File: src/rtl/core/linear_interp_audio_resampler_macros.svh
// Assertion macros for the linear interpolation resampler.
// Included by the top level only; no other dependencies.
`ifndef LINEAR_INTERP_AUDIO_RESAMPLER_MACROS_SVH
`define LINEAR_INTERP_AUDIO_RESAMPLER_MACROS_SVH

// same-cycle implication, disabled while in reset
`define LIRS_ASSERT_NOW(label, clk, rst_n, ante, cons) \
    label: assert property (@(posedge clk) disable iff (!rst_n) (ante) |-> (cons)) \
        else $error("lirs assertion failed");

// next-cycle implication, disabled while in reset
`define LIRS_ASSERT_NEXT(label, clk, rst_n, ante, cons) \
    label: assert property (@(posedge clk) disable iff (!rst_n) (ante) |=> (cons)) \
        else $error("lirs assertion failed");

`endif

File: src/rtl/core/lirs_pkg.sv
// Shared constants for the linear interpolation resampler.
// No dependencies; imported by lirs_lerp_unit and the top level.
`default_nettype none

package lirs_pkg;

    localparam int SAMPLE_W        = 16;
    localparam int RATIO_W         = 21;
    localparam int PHASE_FB_DEF    = 16;
    localparam int MAX_OUT_DEF     = 16;
    localparam int APB_ADDR_W      = 3;
    localparam int APB_DATA_W      = 32;

    localparam logic [RATIO_W-1:0] RATIO_RESET  = RATIO_W'(65536);
    localparam logic               STEREO_RESET = 1'b1;

    // register index, taken from paddr[2]
    localparam logic REG_RATIO  = 1'b0;
    localparam logic REG_STEREO = 1'b1;

endpackage

`default_nettype wire

File: src/rtl/core/lirs_lerp_unit.sv
// Shared interpolation unit: one signed multiply per call, registered,
// then truncating scale and add onto the base sample. Uses lirs_pkg.
`default_nettype none

module lirs_lerp_unit
    import lirs_pkg::*;
#(
    parameter int FB = PHASE_FB_DEF
) (
    input  wire                       i_clk,
    input  wire                       i_en,
    input  wire  signed [SAMPLE_W-1:0] i_prev,
    input  wire  signed [SAMPLE_W-1:0] i_cur,
    input  wire         [FB-1:0]       i_frac,
    output logic signed [SAMPLE_W-1:0] o_res
);

    localparam int DIFF_W = SAMPLE_W + 1;
    localparam int PROD_W = DIFF_W + FB + 1;
    localparam logic signed [PROD_W-1:0] BIAS = {{(PROD_W-FB){1'b0}}, {FB{1'b1}}};

    logic signed [DIFF_W-1:0]   diff;
    logic signed [FB:0]         frac_s;
    logic signed [PROD_W-1:0]   prod_c;
    logic signed [PROD_W-1:0]   r_prod;
    logic signed [SAMPLE_W-1:0] r_base;
    logic signed [PROD_W-1:0]   biased;
    logic signed [PROD_W-1:0]   shifted;
    logic signed [DIFF_W-1:0]   sum;

    assign diff   = DIFF_W'(i_cur) - DIFF_W'(i_prev);
    assign frac_s = $signed({1'b0, i_frac});
    assign prod_c = PROD_W'(diff) * PROD_W'(frac_s);

    always_ff @(posedge i_clk) begin
        if (i_en) begin
            r_prod <= prod_c;
            r_base <= i_prev;
        end
    end

    // divide by 2^FB rounding toward zero
    assign biased  = r_prod + (r_prod[PROD_W-1] ? BIAS : '0);
    assign shifted = biased >>> FB;
    assign sum     = DIFF_W'(r_base) + shifted[DIFF_W-1:0];
    assign o_res   = sum[SAMPLE_W-1:0];

endmodule

`default_nettype wire

File: src/rtl/core/linear_interp_audio_resampler.sv
// Linear interpolation sample rate converter. An input frame is taken while
// idle; each result then passes through the single shared multiplier in steps
// (left product, right product, load into the output register), and a frame
// yields n results (n at most MAX_OUTPUTS_PER_INPUT); the load step waits while
// the output side stalls. The priming frame and frames falling in a downsampling
// gap yield no result. s_tready is high only between frames; the output
// register lets the last result of a frame wait while the next frame enters.
// Depends on lirs_pkg, lirs_lerp_unit and the macros header.
`default_nettype none

`include "linear_interp_audio_resampler_macros.svh"

module linear_interp_audio_resampler
    import lirs_pkg::*;
#(
    parameter int PHASE_FRACTION_BITS   = PHASE_FB_DEF,
    parameter int MAX_OUTPUTS_PER_INPUT = MAX_OUT_DEF
) (
    input  wire                    i_clk,
    input  wire                    i_rst_n,
    // input stream
    input  wire                    s_tvalid,
    output logic                   s_tready,
    input  wire  [2*SAMPLE_W-1:0]  s_tdata,   // [15:0] left_sample, [31:16] right_sample
    // output stream
    output logic                   m_tvalid,
    input  wire                    m_tready,
    output logic [2*SAMPLE_W-1:0]  m_tdata,   // [15:0] left_out, [31:16] right_out
    output logic                   m_tlast,   // last_of_run
    // configuration
    input  wire                    psel,
    input  wire                    penable,
    input  wire                    pwrite,
    input  wire  [APB_ADDR_W-1:0]  paddr,
    input  wire  [APB_DATA_W-1:0]  pwdata,
    output logic [APB_DATA_W-1:0]  prdata,
    output logic                   pready
);

    localparam int FB    = PHASE_FRACTION_BITS;
    localparam int PW    = FB + 5;
    localparam int SW    = ((PW > RATIO_W) ? PW : RATIO_W) + 1;
    localparam int CW    = (MAX_OUTPUTS_PER_INPUT > 1) ? $clog2(MAX_OUTPUTS_PER_INPUT) : 1;
    localparam logic [PW-1:0] PHASE_ONE = PW'(1) << FB;
    localparam logic [PW-1:0] PHASE_MAX = '1;
    localparam logic [CW-1:0] CNT_LAST  = CW'(MAX_OUTPUTS_PER_INPUT - 1);

    typedef enum logic [3:0] {
        ST_IDLE  = 4'b0001,
        ST_MUL_L = 4'b0010,
        ST_MUL_R = 4'b0100,
        ST_EMIT  = 4'b1000
    } t_state;

    t_state                     r_state;
    logic [RATIO_W-1:0]         r_ratio;
    logic                       r_stereo;
    logic                       r_primed;
    logic [PW-1:0]              r_phase;
    logic [CW-1:0]              r_count;
    logic signed [SAMPLE_W-1:0] r_prev_l, r_prev_r, r_cur_l, r_cur_r;
    logic signed [SAMPLE_W-1:0] r_left;
    logic                       r_m_valid, r_m_last;
    logic signed [SAMPLE_W-1:0] r_m_left, r_m_right;

    logic                       in_xfer, cfg_wr, lerp_en, out_load, is_last;
    logic signed [SAMPLE_W-1:0] in_l, in_r, mul_prev, mul_cur, lerp_res;
    logic [SW-1:0]              sum;
    logic [PW-1:0]              n_phase;

    // ---------------- configuration ----------------
    assign pready = 1'b1;
    assign cfg_wr = psel && penable && pwrite && pready;

    always_ff @(posedge i_clk) begin
        if (!i_rst_n) begin
            r_ratio  <= RATIO_RESET;
            r_stereo <= STEREO_RESET;
        end else if (cfg_wr) begin
            case (paddr[2])
                REG_RATIO:  r_ratio  <= pwdata[RATIO_W-1:0];
                REG_STEREO: r_stereo <= pwdata[0];
                default: ;
            endcase
        end
    end

    always_comb begin
        case (paddr[2])
            REG_RATIO:  prdata = APB_DATA_W'(r_ratio);
            REG_STEREO: prdata = APB_DATA_W'(r_stereo);
            default:    prdata = '0;
        endcase
    end

    // ---------------- datapath ----------------
    assign s_tready = (r_state == ST_IDLE);
    assign in_xfer  = s_tvalid && s_tready;
    assign in_l     = s_tdata[SAMPLE_W-1:0];
    assign in_r     = r_stereo ? s_tdata[2*SAMPLE_W-1:SAMPLE_W] : '0;

    assign mul_prev = (r_state == ST_MUL_L) ? r_prev_l : r_prev_r;
    assign mul_cur  = (r_state == ST_MUL_L) ? r_cur_l  : r_cur_r;
    assign lerp_en  = (r_state == ST_MUL_L) || (r_state == ST_MUL_R);

    lirs_lerp_unit #(
        .FB (FB)
    ) u_lerp (
        .i_clk  (i_clk),
        .i_en   (lerp_en),
        .i_prev (mul_prev),
        .i_cur  (mul_cur),
        .i_frac (r_phase[FB-1:0]),
        .o_res  (lerp_res)
    );

    // saturating phase advance after each result
    assign sum      = SW'(r_phase) + SW'(r_ratio);
    assign n_phase  = (sum > SW'(PHASE_MAX)) ? PHASE_MAX : sum[PW-1:0];
    assign is_last  = (n_phase >= PHASE_ONE) || (r_count == CNT_LAST);
    assign out_load = (r_state == ST_EMIT) && (!r_m_valid || m_tready);

    always_ff @(posedge i_clk) begin
        if (!i_rst_n) begin
            r_state  <= ST_IDLE;
            r_primed <= 1'b0;
            r_phase  <= '0;
            r_count  <= '0;
            r_prev_l <= '0;
            r_prev_r <= '0;
        end else begin
            case (r_state)
                ST_IDLE: begin
                    if (in_xfer) begin
                        r_cur_l <= in_l;
                        r_cur_r <= in_r;
                        r_count <= '0;
                        if (!r_primed) begin
                            r_primed <= 1'b1;
                            r_prev_l <= in_l;
                            r_prev_r <= in_r;
                        end else if (r_phase >= PHASE_ONE) begin
                            // downsampling gap: no result from this frame
                            r_phase  <= r_phase - PHASE_ONE;
                            r_prev_l <= in_l;
                            r_prev_r <= in_r;
                        end else begin
                            r_state <= ST_MUL_L;
                        end
                    end
                end
                ST_MUL_L: r_state <= ST_MUL_R;
                ST_MUL_R: begin
                    r_left  <= lerp_res;
                    r_state <= ST_EMIT;
                end
                ST_EMIT: begin
                    if (out_load) begin
                        if (is_last) begin
                            r_phase  <= (n_phase >= PHASE_ONE) ? n_phase - PHASE_ONE : '0;
                            r_prev_l <= r_cur_l;
                            r_prev_r <= r_cur_r;
                            r_state  <= ST_IDLE;
                        end else begin
                            r_phase <= n_phase;
                            r_count <= r_count + CW'(1);
                            r_state <= ST_MUL_L;
                        end
                    end
                end
                default: r_state <= ST_IDLE;
            endcase
        end
    end

    // ---------------- output register ----------------
    always_ff @(posedge i_clk) begin
        if (!i_rst_n) begin
            r_m_valid <= 1'b0;
        end else if (out_load) begin
            r_m_valid <= 1'b1;
        end else if (m_tready) begin
            r_m_valid <= 1'b0;
        end
    end

    always_ff @(posedge i_clk) begin
        if (out_load) begin
            r_m_left  <= r_left;
            r_m_right <= r_stereo ? lerp_res : '0;
            r_m_last  <= is_last;
        end
    end

    assign m_tvalid = r_m_valid;
    assign m_tdata  = {r_m_right, r_m_left};
    assign m_tlast  = r_m_last;

    // ---------------- assertions ----------------
    `LIRS_ASSERT_NOW(a_count_in_range, i_clk, i_rst_n, 1'b1, r_count <= CNT_LAST)
    `LIRS_ASSERT_NEXT(a_prime_only, i_clk, i_rst_n, in_xfer && !r_primed,
        r_primed && (r_state == ST_IDLE) && (r_phase == $past(r_phase)))
    `LIRS_ASSERT_NEXT(a_gap_drop, i_clk, i_rst_n, in_xfer && r_primed && (r_phase >= PHASE_ONE),
        (r_state == ST_IDLE) && (r_phase == $past(r_phase) - PHASE_ONE))
    `LIRS_ASSERT_NEXT(a_emit_next, i_clk, i_rst_n, out_load && !is_last,
        (r_state == ST_MUL_L) && r_m_valid && !r_m_last)

endmodule

`default_nettype wire
File: config.mk
export PLATFORM = sky130hd
export DESIGN_NAME = linear_interp_audio_resampler
export DESIGN_NICKNAME = d
export VERILOG_FILES = /design/src/rtl/core/lirs_pkg.sv /design/src/rtl/core/lirs_lerp_unit.sv /design/src/rtl/core/linear_interp_audio_resampler.sv
export VERILOG_INCLUDE_DIRS = /design/src /design/src/rtl/core
export SDC_FILE = /design/constraint.sdc
export NUM_CORES = 1
export LEC_CHECK = 0
export ABC_AREA = 1
export BUFFER_PORTS_ARGS = -buffer_cell sky130_fd_sc_hd__buf_2
export CORE_MARGIN = 2
export CORE_UTILIZATION = 60
export DETAILED_ROUTE_END_ITERATION = 7
export PLACE_DENSITY = 0.89
export SYNTH_ARGS = -nofsm -noshare
export SYNTH_HDL_FRONTEND = slang
export SYNTH_SLANG_ARGS = --single-unit
File: constraint.sdc
create_clock -name i_clk -period 11.7 [get_ports i_clk]
set_clock_uncertainty 0.15 [all_clocks]
set_input_delay 0.585 -clock i_clk [delete_from_list [all_inputs] [get_ports i_clk]]
set_output_delay 0.585 -clock i_clk [all_outputs]
set_load 0.1 [all_outputs]
==> flow_metrics.env <==
export IMPL_cpPeakStageDelay_ps=640
export IMPL_crit_path_start_kind="register"
export IMPL_top_layer="met5"
export IMPL_synth_top_cell_area_share_pct=23.7
export IMPL_start_util_pct=60.5
export IMPL_p_int_mw=1.67
export IMPL_ys_seq_elements=215
export IMPL_power_mw=3.03
export IMPL_coreArea_um2=38400
export IMPL_p_comb_share_pct=44.5
export IMPL_slew_violations=0
export IMPL_clkPwrFrac_pct=24.1
export IMPL_cts_resized=0
export IMPL_mostFrequentLayoutCell="inv_1"
export IMPL_ant_nets=0
export IMPL_p_switching_mw=1.37
export IMPL_first_pass_iters=6
export IMPL_synth_top_family_by_area="adder cells"
export IMPL_synth_area_um2=23200
export IMPL_wl_mm=59.7
export IMPL_yosysSeqAreaShare_pct=24.2
export IMPL_io_buffers=116
export IMPL_fin_nets=3488
export IMPL_grt_pass1_vias=19600
export IMPL_crit_fanout=37
export IMPL_post_drt_wl_per_cell_um=17.0
export IMPL_final_hold_violation_count=0
export IMPL_critPathKind="reg -> reg"
export IMPL_drtIter0Drc=1604
export IMPL_hold_path_class="in -> reg"
export IMPL_antenna_found_initial=3
export IMPL_clock_sinks=215
export IMPL_drc=0
export IMPL_final_layout_size_suffix_gt1_share_pct=8.09
export IMPL_synth_main_ff_cell="edfxtp_1"
export IMPL_cpMaxStageDelayCell="inv_1"
export IMPL_drv_cap=0
export IMPL_tns_ps=0
export IMPL_setup_viol=0
export IMPL_cts_buffers=24
export IMPL_route_vias_total=19300
export IMPL_leakagePower_nw=12.4
export IMPL_wl_met1_mm=23.3
export IMPL_place_gp_congestion=1.00
export IMPL_num_rows=72
export IMPL_switching_share_pct=45.0
export IMPL_slew_headroom_pct=24.8
export IMPL_cts_root_buf="clkbuf_16"
export IMPL_track_usage_pct=30.1
export IMPL_seq_power_share_pct=31.4
export IMPL_rsz0062_at_grt="false"
export IMPL_clock_latency_ps=550
export IMPL_synthXorXnorAreaFrac_pct=2.87
export IMPL_clkTransAtPathRegs_ps=60
export IMPL_synth_area_top_cells="fa_1, edfxtp_1, inv_1"
export IMPL_grt_max_degree=63
export IMPL_clock_path_buffers=3
export IMPL_fmax_mhz=101
export IMPL_tightest_slew_ps=1130
export IMPL_io_pins=142
export IMPL_grt_overflow_total=0
export IMPL_die_w_um=201
export IMPL_wl_met3_mm=6.14
export IMPL_yosys_area_top_type="fa_1"
export IMPL_fin_crit_sh_pct=84.2
export IMPL_fp_dieH_um=201
export IMPL_async_flop_share_pct=0
export IMPL_met2_length_mm=27.5
export IMPL_synth_edf_count=130
export IMPL_synth_distinct_cells=53
export IMPL_synth_yosys_warnings=0
export IMPL_yosys_area_share_simple_pct=18.6
export IMPL_avgSynthCellArea_um2=8.02
export IMPL_syn_inst=2894
export IMPL_worstPathArrival_ps=9990
export IMPL_ir_drop_mv=0.152
export IMPL_cp_common_cell="inv_1"
export IMPL_syn2layout_area_growth_pct=7.52
export IMPL_grt_pass1_wl_mm=96.5
export IMPL_end_kind="register"
export IMPL_synth_compound_area_share_pct=8.36
export IMPL_die_area_um2=40300
export IMPL_cp_required_ps=11830
export IMPL_synth_area_mux_share_pct=0.690
export IMPL_post_cts_buffers=0
export IMPL_status="finished clean"
export IMPL_routed_via_density=5.48
export IMPL_cts_max_level=1
export IMPL_ctsHoldBuffers=0
export IMPL_cts_tree="yes"
export IMPL_synth_fa_ha_area_share_pct=32.6
export IMPL_final_cell_mix="inv_1, nand2_1, fa_1"
export IMPL_min_period_ps=9850
export IMPL_p_per_area_nw_per_um2=122
export IMPL_dp_hpwl_mm=48.2
## power groups by stage
stage                     registers [mW]  logic [mW]  clock network [mW]
after global placement             0.962        1.25                   0
after global routing               0.960        1.47               0.766
final                              0.953        1.35               0.732
after detailed placement           0.967        1.30                   0
after floorplan                    0.956       0.974                   0
after CTS                          0.952        1.31               0.741
## per-stage QoR
step	util, %	hold slack, ps	setup WS (ps)	cell area (µm²)	std cells
after floorplan	-	250	3460	23200	2904
after CTS	65.0	79.8	1930	24900	3510
after global placement	63.0	252	2150	24200	3467
after global routing	65.0	86.3	1260	24900	3510
final	65.0	88.3	1850	24900	3513
after detailed placement	63.0	255	1910	24200	3467
## worst max-delay path, delay by kind of cell (launching register included)
family,cells,cell delay (ps)
fa+ha+maj,8,3920
buf+inv,8,1230
simple gates,10,1820
compound gates,10,2090
flops,1,350
## logic make-up (layout without fill, tap and decap cells)
| group | count (synthesis) | count (layout) |
|---|---|---|
| fa+ha+maj | 439 | 439 |
| xor+xnor | 76 | 76 |
| buf+inv | 761 | 849 |
| flops | 215 | 215 |
| simple gates | 1043 | 1043 |
| other cells | 2 | 15 |
| mux | 16 | 16 |
| compound gates | 342 | 342 |
## layer usage
metal  vias to the layer above  global-route usage [%]
met5                         -                       0
met4                         2                    12.5
met3                       189                    8.00
met2                       928                    50.1
met1                      9147                    37.2
li1                       8999                       -
## synthesized netlist by cell type (all sizes together), types with 22 or more instances
| library cell | count |
|---|---|
| inv | 661 |
| nand2 | 596 |
| fa | 275 |
| nor2 | 269 |
| a21oi | 191 |
| ha | 164 |
| edfxtp | 130 |
| o21ai | 108 |
| nand3 | 102 |
| dfxtp | 85 |
| clkbuf | 69 |
| xor2 | 47 |
| xnor2 | 29 |
| nand4 | 22 |
## worst paths after layout
path	cells after the start	endpoint	slack [ps]	from
setup reg to reg	36	u_lerp.r_prod[33]	1850	r_state[2]
hold reg to reg	0	r_m_left[10]	270	r_left[10]
hold / removal	1	r_cur_l[15]	90	s_tdata[15]
setup / recovery	36	u_lerp.r_prod[33]	1850	r_state[2]
## sequential cells by signal, indices dropped and copies added (netlist names), 4 cells and up
register and cells:
r_count 4, r_cur_l 16, r_cur_r 16, r_left 16, r_m_left 16, r_m_right 16, r_phase 21, r_prev_l 16
r_prev_r 16, r_ratio 21, r_state 4, u_lerp.r_base 16, u_lerp.r_prod 33
## layout make-up
type                            instances  area [µm²]
Fill cell                            3185       13400
Timing Repair Buffer                  134         716
Multi-Input combinational cell       1928       14700
Inverter                              672        2520
Clock buffer                           34         658
Tap cell                              518         648
Antenna cell                            3        7.51
Sequential cell                       215        5610
Clock inverter                          9        97.6
Power figures use the tool's default switching activity.
